## src/hdl/tqs_pkg.sv

```systemverilog
`timescale 1ns / 1ps
`default_nettype none
package tqs_pkg;

   localparam int CLK_W = 48;
   localparam int PER_W = 32;
   localparam int LAB_W = 8;
   localparam int ORD_W = 16;
   localparam int SEQ_W = 17;
   localparam logic [CLK_W-1:0] CLK_MAX = {CLK_W{1'b1}};

   typedef enum logic [1:0] {
      REQ_ADD,
      REQ_REMOVE,
      REQ_TICK,
      REQ_CLEAR
   } req_kind_type;

   typedef enum logic [2:0] {
      STS_FIRED,
      STS_ADDED,
      STS_FULL,
      STS_IGNORED,
      STS_REMOVED,
      STS_NOT_FOUND,
      STS_NONE_DUE,
      STS_CLEARED
   } status_type;

   typedef enum logic [1:0] {
      PASS_FREE,
      PASS_MATCH,
      PASS_DUE,
      PASS_ANY
   } pass_mode_type;

   typedef enum logic [2:0] {
      OP_NONE,
      OP_WRITE,
      OP_KILL,
      OP_REARM,
      OP_CLEAR,
      OP_RANK_START,
      OP_RANK_STEP,
      OP_RANK_LOAD
   } cell_op_type;

   typedef enum logic [3:0] {
      ST_IDLE,
      ST_DECIDE,
      ST_WAIT,
      ST_RESULT,
      ST_APPLY,
      ST_NEXT,
      ST_RENUM_INIT,
      ST_RENUM,
      ST_RENUM_LOAD
   } state_type;

   // Broadcast from the controller to every cell.
   typedef struct packed {
      cell_op_type        op;
      pass_mode_type      mode;
      logic               pass_sim;
      logic [LAB_W-1:0]   key_label;
      logic [CLK_W-1:0]   sim_now;
      logic [CLK_W-1:0]   rt_now;
      logic [CLK_W-1:0]   wr_expiry;
      logic [PER_W-1:0]   wr_period;
      logic [LAB_W-1:0]   wr_label;
      logic               wr_repeat;
      logic [ORD_W-1:0]   wr_order;
      logic               bc_valid;
      logic [ORD_W-1:0]   bc_order;
   } cell_bus_type;

   // Best candidate handed from cell to cell.
   typedef struct packed {
      logic               found;
      logic               is_sim;
      logic [CLK_W-1:0]   expiry;
      logic [ORD_W-1:0]   order;
      logic [LAB_W-1:0]   label;
      logic               repeat_en;
   } carry_type;

   function automatic logic [CLK_W-1:0] sat_add(input logic [CLK_W-1:0] a,
                                                input logic [PER_W-1:0] b);
      logic [CLK_W:0] s;
      s = {1'b0, a} + {{(CLK_W+1-PER_W){1'b0}}, b};
      return s[CLK_W] ? CLK_MAX : s[CLK_W-1:0];
   endfunction

endpackage
`default_nettype wire

```

## src/hdl/tqs_cell.sv

```systemverilog
`timescale 1ns / 1ps
`default_nettype none
module tqs_cell #(
   parameter int   SLOT_W = 5,
   parameter int   IDX    = 0,
   parameter logic IS_SIM = 1'b0
) (
   input  wire logic                clock,
   input  wire logic                reset,
   input  wire tqs_pkg::cell_bus_type bus,
   input  wire logic [SLOT_W-1:0]   slot_i,
   input  wire tqs_pkg::carry_type  cin,
   input  wire logic [SLOT_W-1:0]   cslot_i,
   output tqs_pkg::carry_type       cout,
   output logic [SLOT_W-1:0]        cslot_o,
   output logic                     valid_o,
   output logic [tqs_pkg::ORD_W-1:0] order_o
);
   import tqs_pkg::*;

   logic               valid_ff, valid_in;
   logic [CLK_W-1:0]   expiry_ff, expiry_in;
   logic [PER_W-1:0]   period_ff, period_in;
   logic [LAB_W-1:0]   label_ff, label_in;
   logic               repeat_ff, repeat_in;
   logic [ORD_W-1:0]   order_ff, order_in;
   logic [ORD_W-1:0]   rank_ff, rank_in;
   carry_type          carry_ff, carry_in;
   logic [SLOT_W-1:0]  cslot_ff, cslot_in;

   logic               mine;
   logic [CLK_W-1:0]   now;
   logic               due;
   logic               take;

   assign mine = (slot_i == SLOT_W'(IDX));
   assign now  = IS_SIM ? bus.sim_now : bus.rt_now;
   assign due  = valid_ff && (expiry_ff <= now);

   always_comb begin
      valid_in  = valid_ff;
      expiry_in = expiry_ff;
      period_in = period_ff;
      label_in  = label_ff;
      repeat_in = repeat_ff;
      order_in  = order_ff;
      rank_in   = rank_ff;
      case (bus.op)
         OP_WRITE: begin
            if (mine) begin
               valid_in  = 1'b1;
               expiry_in = bus.wr_expiry;
               period_in = bus.wr_period;
               label_in  = bus.wr_label;
               repeat_in = bus.wr_repeat;
               order_in  = bus.wr_order;
            end
         end
         OP_KILL: begin
            if (mine) valid_in = 1'b0;
         end
         OP_REARM: begin
            if (mine) begin
               expiry_in = sat_add(now, period_ff);
               order_in  = bus.wr_order;
            end
         end
         OP_CLEAR:      valid_in = 1'b0;
         OP_RANK_START: rank_in = '0;
         OP_RANK_STEP: begin
            if (bus.bc_valid && (bus.bc_order < order_ff)) rank_in = rank_ff + 1'b1;
         end
         OP_RANK_LOAD: begin
            if (valid_ff) order_in = rank_ff;
         end
         default: ;
      endcase
   end

   // The candidate moves one cell per cycle; a cell replaces it when it wins.
   always_comb begin
      case (bus.mode)
         PASS_FREE:  take = !valid_ff && (IS_SIM == bus.pass_sim) && !cin.found;
         PASS_MATCH: take = valid_ff && (label_ff == bus.key_label) &&
                            (!cin.found || (!cin.is_sim && IS_SIM));
         PASS_DUE:   take = due && (IS_SIM == bus.pass_sim) &&
                            (!cin.found || (expiry_ff < cin.expiry) ||
                             ((expiry_ff == cin.expiry) && (order_ff < cin.order)));
         PASS_ANY:   take = due && !cin.found;
         default:    take = 1'b0;
      endcase
      if (take) begin
         carry_in.found     = 1'b1;
         carry_in.is_sim    = IS_SIM;
         carry_in.expiry    = expiry_ff;
         carry_in.order     = order_ff;
         carry_in.label     = label_ff;
         carry_in.repeat_en = repeat_ff;
         cslot_in           = SLOT_W'(IDX);
      end else begin
         carry_in = cin;
         cslot_in = cslot_i;
      end
   end

   always_ff @(posedge clock) begin
      if (reset) begin
         valid_ff       <= 1'b0;
         carry_ff.found <= 1'b0;
      end else begin
         valid_ff       <= valid_in;
         carry_ff.found <= carry_in.found;
      end
      expiry_ff          <= expiry_in;
      period_ff          <= period_in;
      label_ff           <= label_in;
      repeat_ff          <= repeat_in;
      order_ff           <= order_in;
      rank_ff            <= rank_in;
      carry_ff.is_sim    <= carry_in.is_sim;
      carry_ff.expiry    <= carry_in.expiry;
      carry_ff.order     <= carry_in.order;
      carry_ff.label     <= carry_in.label;
      carry_ff.repeat_en <= carry_in.repeat_en;
      cslot_ff           <= cslot_in;
   end

   assign cout    = carry_ff;
   assign cslot_o = cslot_ff;
   assign valid_o = valid_ff;
   assign order_o = order_ff;

endmodule
`default_nettype wire

```

## config.mk

```make
export PLATFORM = sky130hd
export DESIGN_NAME = tqs_cell
export DESIGN_NICKNAME = d
export VERILOG_FILES = /design/src/hdl/tqs_pkg.sv /design/src/hdl/tqs_cell.sv
export SDC_FILE = /design/constraint.sdc
export NUM_CORES = 1
export LEC_CHECK = 0
export ABC_CLOCK_PERIOD_IN_PS = 2700
export BUFFER_PORTS_ARGS = -buffer_cell sky130_fd_sc_hd__buf_2
export CELL_PAD_IN_SITES_DETAIL_PLACEMENT = 1
export CELL_PAD_IN_SITES_GLOBAL_PLACEMENT = 2
export CORE_UTILIZATION = 28
export CTS_CLUSTER_SIZE = 40
export DETAILED_ROUTE_END_ITERATION = 8
export GPL_ROUTABILITY_DRIVEN = 0
export PLACE_DENSITY_LB_ADDON = 0.1
export SKIP_CTS_REPAIR_TIMING = 1
export SYNTH_ARGS = -nofsm -noshare
export SYNTH_HDL_FRONTEND = slang
export SYNTH_SLANG_ARGS = --single-unit
```

## constraint.sdc

```tcl
create_clock -name clock -period 2.7 [get_ports clock]
set_input_delay 0.135 -clock clock [delete_from_list [all_inputs] [get_ports clock]]
set_output_delay 0.135 -clock clock [all_outputs]
set_load 0.05 [all_outputs]
```

== Word level (Yosys, flattened, before mapping) ==
Cells that the tools add are included.
Storage, ports and cells
  register bits after elaboration: 202
  output and inout port bits: 97
  logic and storage cells: 79
Operators by class
  $add $sub $neg: 2
  order comparisons: 4
  equal/unequal tests: 18
  multiplexer cells: 14
  bitwise logic cells: 1
  reduce and logical (&&, ||, !) cells: 26
Operators with widths (count)
  2-to-1 mux 48 bit: 3
  case mux 48 bit (2 select lines): 1
  2-to-1 mux 75 bit: 1
  case mux 16 bit (2 select lines): 2
  adder 48 x 32 -> 49 bit: 1
  == test 48 bit: 1
  <= comparator 48 bit: 1
  < comparator 48 bit: 1
  2-to-1 mux 16 bit: 3
  < comparator 16 bit: 2
  adder 16 x 1 -> 16 bit, second input constant: 1
  == test 3 bit, second input constant: 4
  logical AND 1 bit: 10
  inequality test 2 bit, second input constant: 5
  AND reduction 3 bit: 3
  == test 8 bit: 1
  == test 3 x 2 -> 1 bit, second input constant: 2
  nonzero test 2 bit: 3
  zero test 5 bit: 1
  == test 2 bit, second input constant: 2
  case mux 1 bit (4 select lines): 1
  AND reduction 2 bit: 2
  == test 3 x 1 -> 1 bit, second input constant: 1
  case mux 1 bit (3 select lines): 1
  other kinds (9): 12

== Depth between registers and ports, before layout ==
  depth in word-level cells: 6
  gate-level depth with buffers: 12
  depth with buffers taken out: 12

== Least setup slack after synthesis ==
OpenSTA, ideal clock, no wires.
  path kind: reg2reg
  start point: register order_ff[1], in the netlist order_o[1]
  end point: register rank_ff[0] (enable)
  arrival time: 2.962 ns
  data required time: 2.306 ns
  path slack: -0.656 ns
  stages on the path, launching flop included: 11
  cells stage by stage: edfxtp_1 inv_1 ha_1 a21o_1 a21o_1 a21o_1 a21o_1 a21o_1 a211oi_1 o21bai_1 a21oi_1
Between the ends
  cells in the longest elaborated chain, start to end: 4
Ends and longest elaborated chain
  start, declared: RTL line tqs_cell.sv:26  | logic [ORD_W-1:0] order_ff, order_in;
  start signal, assigned: RTL line tqs_cell.sv:118  | order_ff <= order_in;
  < comparator 16 bit: RTL line tqs_cell.sv:71  | if (bus.bc_valid && (bus.bc_order < order_ff)) rank_in = rank_ff + 1'b1;
  logical AND 1 bit: RTL line tqs_cell.sv:71
  inequality test 2 bit (no line)
  AND reduction 2 bit (no line)
  end signal, assigned: RTL line tqs_cell.sv:119  | rank_ff <= rank_in;
  end, declared: RTL line tqs_cell.sv:27  | logic [ORD_W-1:0] rank_ff, rank_in;
No other way between the ends.
A chain may end at the register's enable or synchronous reset.

== Final worst setup path ==
  start point: register period_ff[0]
  end point: register expiry_ff[35], data pin
Between the ends
  cells in the longest elaborated chain, start to end: 4
Ends and longest elaborated chain
  start, declared: RTL line tqs_cell.sv:23  | logic [PER_W-1:0] period_ff, period_in;
  start signal, assigned: RTL line tqs_cell.sv:115  | period_ff <= period_in;
  adder 48 x 32 -> 49 bit: RTL line tqs_pkg.sv:90  | s = {1'b0, a} + {{(CLK_W+1-PER_W){1'b0}}, b};
  2-to-1 mux 48 bit: RTL line tqs_pkg.sv:91  | return s[CLK_W] ? CLK_MAX : s[CLK_W-1:0];
  2-to-1 mux 48 bit: RTL line tqs_cell.sv:63  | if (mine) begin
  case mux 48 bit (2 select lines): RTL line tqs_cell.sv:48  | case (bus.op)
  named net expiry_in[35]: RTL line tqs_cell.sv:22  | logic [CLK_W-1:0] expiry_ff, expiry_in;
  end signal, assigned: RTL line tqs_cell.sv:114  | expiry_ff <= expiry_in;
  end, declared: RTL line tqs_cell.sv:22
The timed path passes the listed nets, and every way through them passes these cells. The select of a mux whose other input is x is not followed.

==> summary.json <==
{
  "synth": {
    "syn_nets": 1706,
    "synth_simple_gate_area_frac": 0.0993,
    "synth.avg_cell_area_um2": 10.4,
    "synth_top_family_by_area": "adder cells",
    "postSynth.topFlopCell": "edfxtp_1",
    "netlist.top_cell.by_area": "edfxtp_1",
    "yosys.cell_count.top_type": "ha_1",
    "post_synthesis_compound_gate_area_fraction": 0.146,
    "synthTopCellsByCount": "ha_1 (159), inv_1 (143), edfxtp_1 (121), a21oi_1 (106), nor2_1 (86)",
    "synth_sequential_area_ratio": 0.411,
    "post_synth_xor_area_fraction": 0.0411,
    "synth.top_cell.area_share": 0.284,
    "yosys-mux-area-fraction": 0.0912,
    "synth_enable_flop_cells": 121,
    "synth-warning-count": 0,
    "adder_cell_area_share_of_the_yosys_netlist": 0.157,
    "yosysUniqueCellTypes": 67,
    "synthesis.area_um2": 12800,
    "synth_seq_cells": 202,
    "syn_inst": 1227,
    "synth_async_sr_flop_share": 0,
    "netlist_top_cells_area": "edfxtp_1 (28%), ha_1 (16%), dfxtp_1 (13%)"
  },
  "clocking": {
    "clock_sinks": 202,
    "htreeDepth": 1,
    "worst_setup_hold_path_clk_slew_ps": 60,
    "ctsRootBufferMaster": "clkbuf_16",
    "clock_tree_from_tritoncts": "yes",
    "cts.path.max_buffers": 3,
    "cts-buffers-inserted": 26,
    "clock_latency_ps": 560
  },
  "worst_setup_path": {
    "critical-path-max-stage-delay_ps": 440,
    "worst-path-max-fanout": 6,
    "required_worst_endpoint_ps": 3000,
    "crit_path_end_kind": "register",
    "worst_setup_path_start_kind": "register",
    "critPathSlowestCell": "o311ai_4",
    "timing.critical_path.cells": "ha_4 > inv_2 > fa_2 > nor2b_2 > o21ai_2 > o21ai_2 > o311ai_4 > a2111oi_4 > buf_4 > o31a_1 > a21oi_4 > buf_12 > buf_8 > a21oi_2",
    "cpLargestDelayFamily": "compound AO/OA/AOI/OAI gates",
    "cp.arrival_ps": 3610,
    "cp_num_buf_inv": 4,
    "timing.critical_path.mode_cell": "o21ai_2",
    "timing.setup.critical_path_class": "register to register"
  },
  "die": {
    "die_area_um2": 46500,
    "ioPinCount": 416,
    "dieWidth_um": 216,
    "fp.dieH_um": 216,
    "initial_utilization": 0.287,
    "placementRows": 77,
    "core-area_um2": 44600
  },
  "placement": {
    "port-buffer-count": 367,
    "hpwlAfterDp_um": 39800,
    "placedCellCount": 2417,
    "place_ws_ps": -757
  },
  "timing": {
    "maxClockFrequency_ghz": 0.302,
    "worst-slew-pin-transition_ps": 603,
    "hold_violations": 0,
    "final_worst_path_period_need_ps": 3310,
    "timing.final.setup_violations": 128,
    "final.setup.worst_slack_ps": -610,
    "final-max-slew-violation-count": 0,
    "final.hold.worst_slack_ps": 5.94,
    "timing.final.crit_share": 1.23,
    "final.setup_skew_ps": 17.5,
    "maxSlewHeadroom": 0.595,
    "rsz_0062_raised_after_global_routing": "true"
  },
  "flow_run": {
    "cap_viol_max_count": 0
  },
  "drt": {
    "remaining_number_of_nets_flagged_by_the_antenna_check_after_routing": 0,
    "drcViolationCount": 0,
    "vias": 12421,
    "drtPass1Iterations": 4,
    "route.final.wire_length_um": 51500,
    "routed_wire_length_per_instance_um": 19.3,
    "initialDrtViolationCount": 433,
    "avgViaCountPerCell": 4.65
  },
  "power": {
    "p_switching_mw": 2.63,
    "power_density_nw_per_um2": 445,
    "power.switching_fraction": 0.283,
    "power_leakage_nw": 10.1,
    "pwr-share-seq": 0.369,
    "power.internal_mw": 6.66,
    "peakVddDrop_mv": 0.391,
    "p_clk_frac": 0.401,
    "pwr-share-comb": 0.230,
    "total_power_mw": 9.29
  },
  "status": {
    "run_status": "complete, but fails checks",
    "failing_checks": "setup timing"
  },
  "global_routing": {
    "grt_pass1_vias": 12759,
    "globalRoute.totalOverflow": 0,
    "grt_antenna_before_repair": 8,
    "grt_start_max_net_pins": 31,
    "grt_first_pass_wirelength_um": 72600,
    "globalRouteTotalUtil": 0.204
  },
  "finish": {
    "num-fill-cells": 5083,
    "flow.area_growth_from_synthesis_pct": 63.3,
    "nNetsFinal": 2539,
    "post_route_cells_drive_above_1_share": 0.411,
    "instances_no_fill": 2674
  },
  "min_path": {
    "holdCritPathClass": "primary input to register"
  }
}
## layout make-up
cell class / count / area, um^2 / share of cell area
diodes: 2 / 5.00 / 0.000240
clock buffers: 36 / 772 / 0.0370
clock inverters: 12 / 133 / 0.00635
inverters: 143 / 537 / 0.0257
multi-input cells: 854 / 7390 / 0.354
flip-flops and latches: 202 / 5260 / 0.252
well taps: 592 / 741 / 0.0355
repair buffers: 833 / 6050 / 0.290
## logic make-up after synthesis
group	Yosys count
xor gates and xnor gates	60
DFF	202
muxes	88
and+or+nand+nor	261
adders and majority gates	160
buffers and inverters	171
AOI/OAI and AO/OA	285
## worst register-to-register path, delay by kind of cell (launching register included)
family | cells | cell delay, ps
AOI/OAI and AO/OA | 7 | 1590
DFF | 1 | 410
adders and majority gates | 2 | 420
and+or+nand+nor | 1 | 50
buffers and inverters | 4 | 600
## worst paths after layout
path                                      end    startpoint  slack, ps  cells past startpoint
worst max-delay path            expiry_ff[35]  period_ff[0]       -610                     14
worst max register to register  expiry_ff[35]  period_ff[0]       -610                     14
worst min register to register        cout[0]     repeat_ff        480                      1
worst min-delay path            expiry_ff[45]      bus[167]          6                      3
## flip-flops by register name, indices dropped and copies added, names as in the netlist
signal	cells
expiry_ff	48
period_ff	32
valid_o	1
rank_ff	16
repeat_ff	1
cslot_o	5
cout	75
order_o	16
label_ff	8
## cells in the final DEF (no fill, tap or decap), types with 7 or more instances in the layout
cell type and instances:
buf_2 367, buf_4 255, dlygate4sd3_1 184, ha_1 156, inv_1 141, edfxtp_1 121, nor2_1 84, dfxtp_1 81
a21oi_1 61, mux2_4 58, a21o_1 52, nand2_1 47, a21oi_2 40, xnor2_1 33, nand4_1 32, clkbuf_16 32
xor2_1 27, o21ai_0 26, nand3_1 20, mux2i_1 16, mux2_2 14, and2_1 9, nor3_1 9, a211oi_1 9
nor2b_1 9, buf_12 9, buf_6 9, o21bai_1 8, and3_1 8, nand2b_1 7, o21a_1 7
## stage by stage
step	instance area, um^2	utilization	TNS (ps)
finish	20900	0.468	-68860
CTS	18300	0.410	-74880
global route	20900	0.468	-83830
global placement	17400	0.389	-65340
floorplan	13000	-	-3340
detailed placement	17400	0.389	-71140
## per-layer routing
metal | wire [um] | GRT usage | vias to the layer above
met1 | 22400 | 0.257 | 5940
met4 | 1110 | 0.0478 | 10
met3 | 2530 | 0.0405 | 68
li1 | - | - | 6135
met2 | 25400 | 0.354 | 268
met5 | 59 | 0 | -
## power by group through the flow
stage                     Clock (mW)  Sequential (mW)  Combinational, mW
after floorplan                    0             3.83              0.705
after global placement             0             3.50               1.78
after detailed placement           0             3.50               1.81
after CTS                       3.83             3.43               1.82
after global routing            3.94             3.44               2.31
final                           3.73             3.43               2.14
Note: power is estimated with default switching activity, not from simulation.
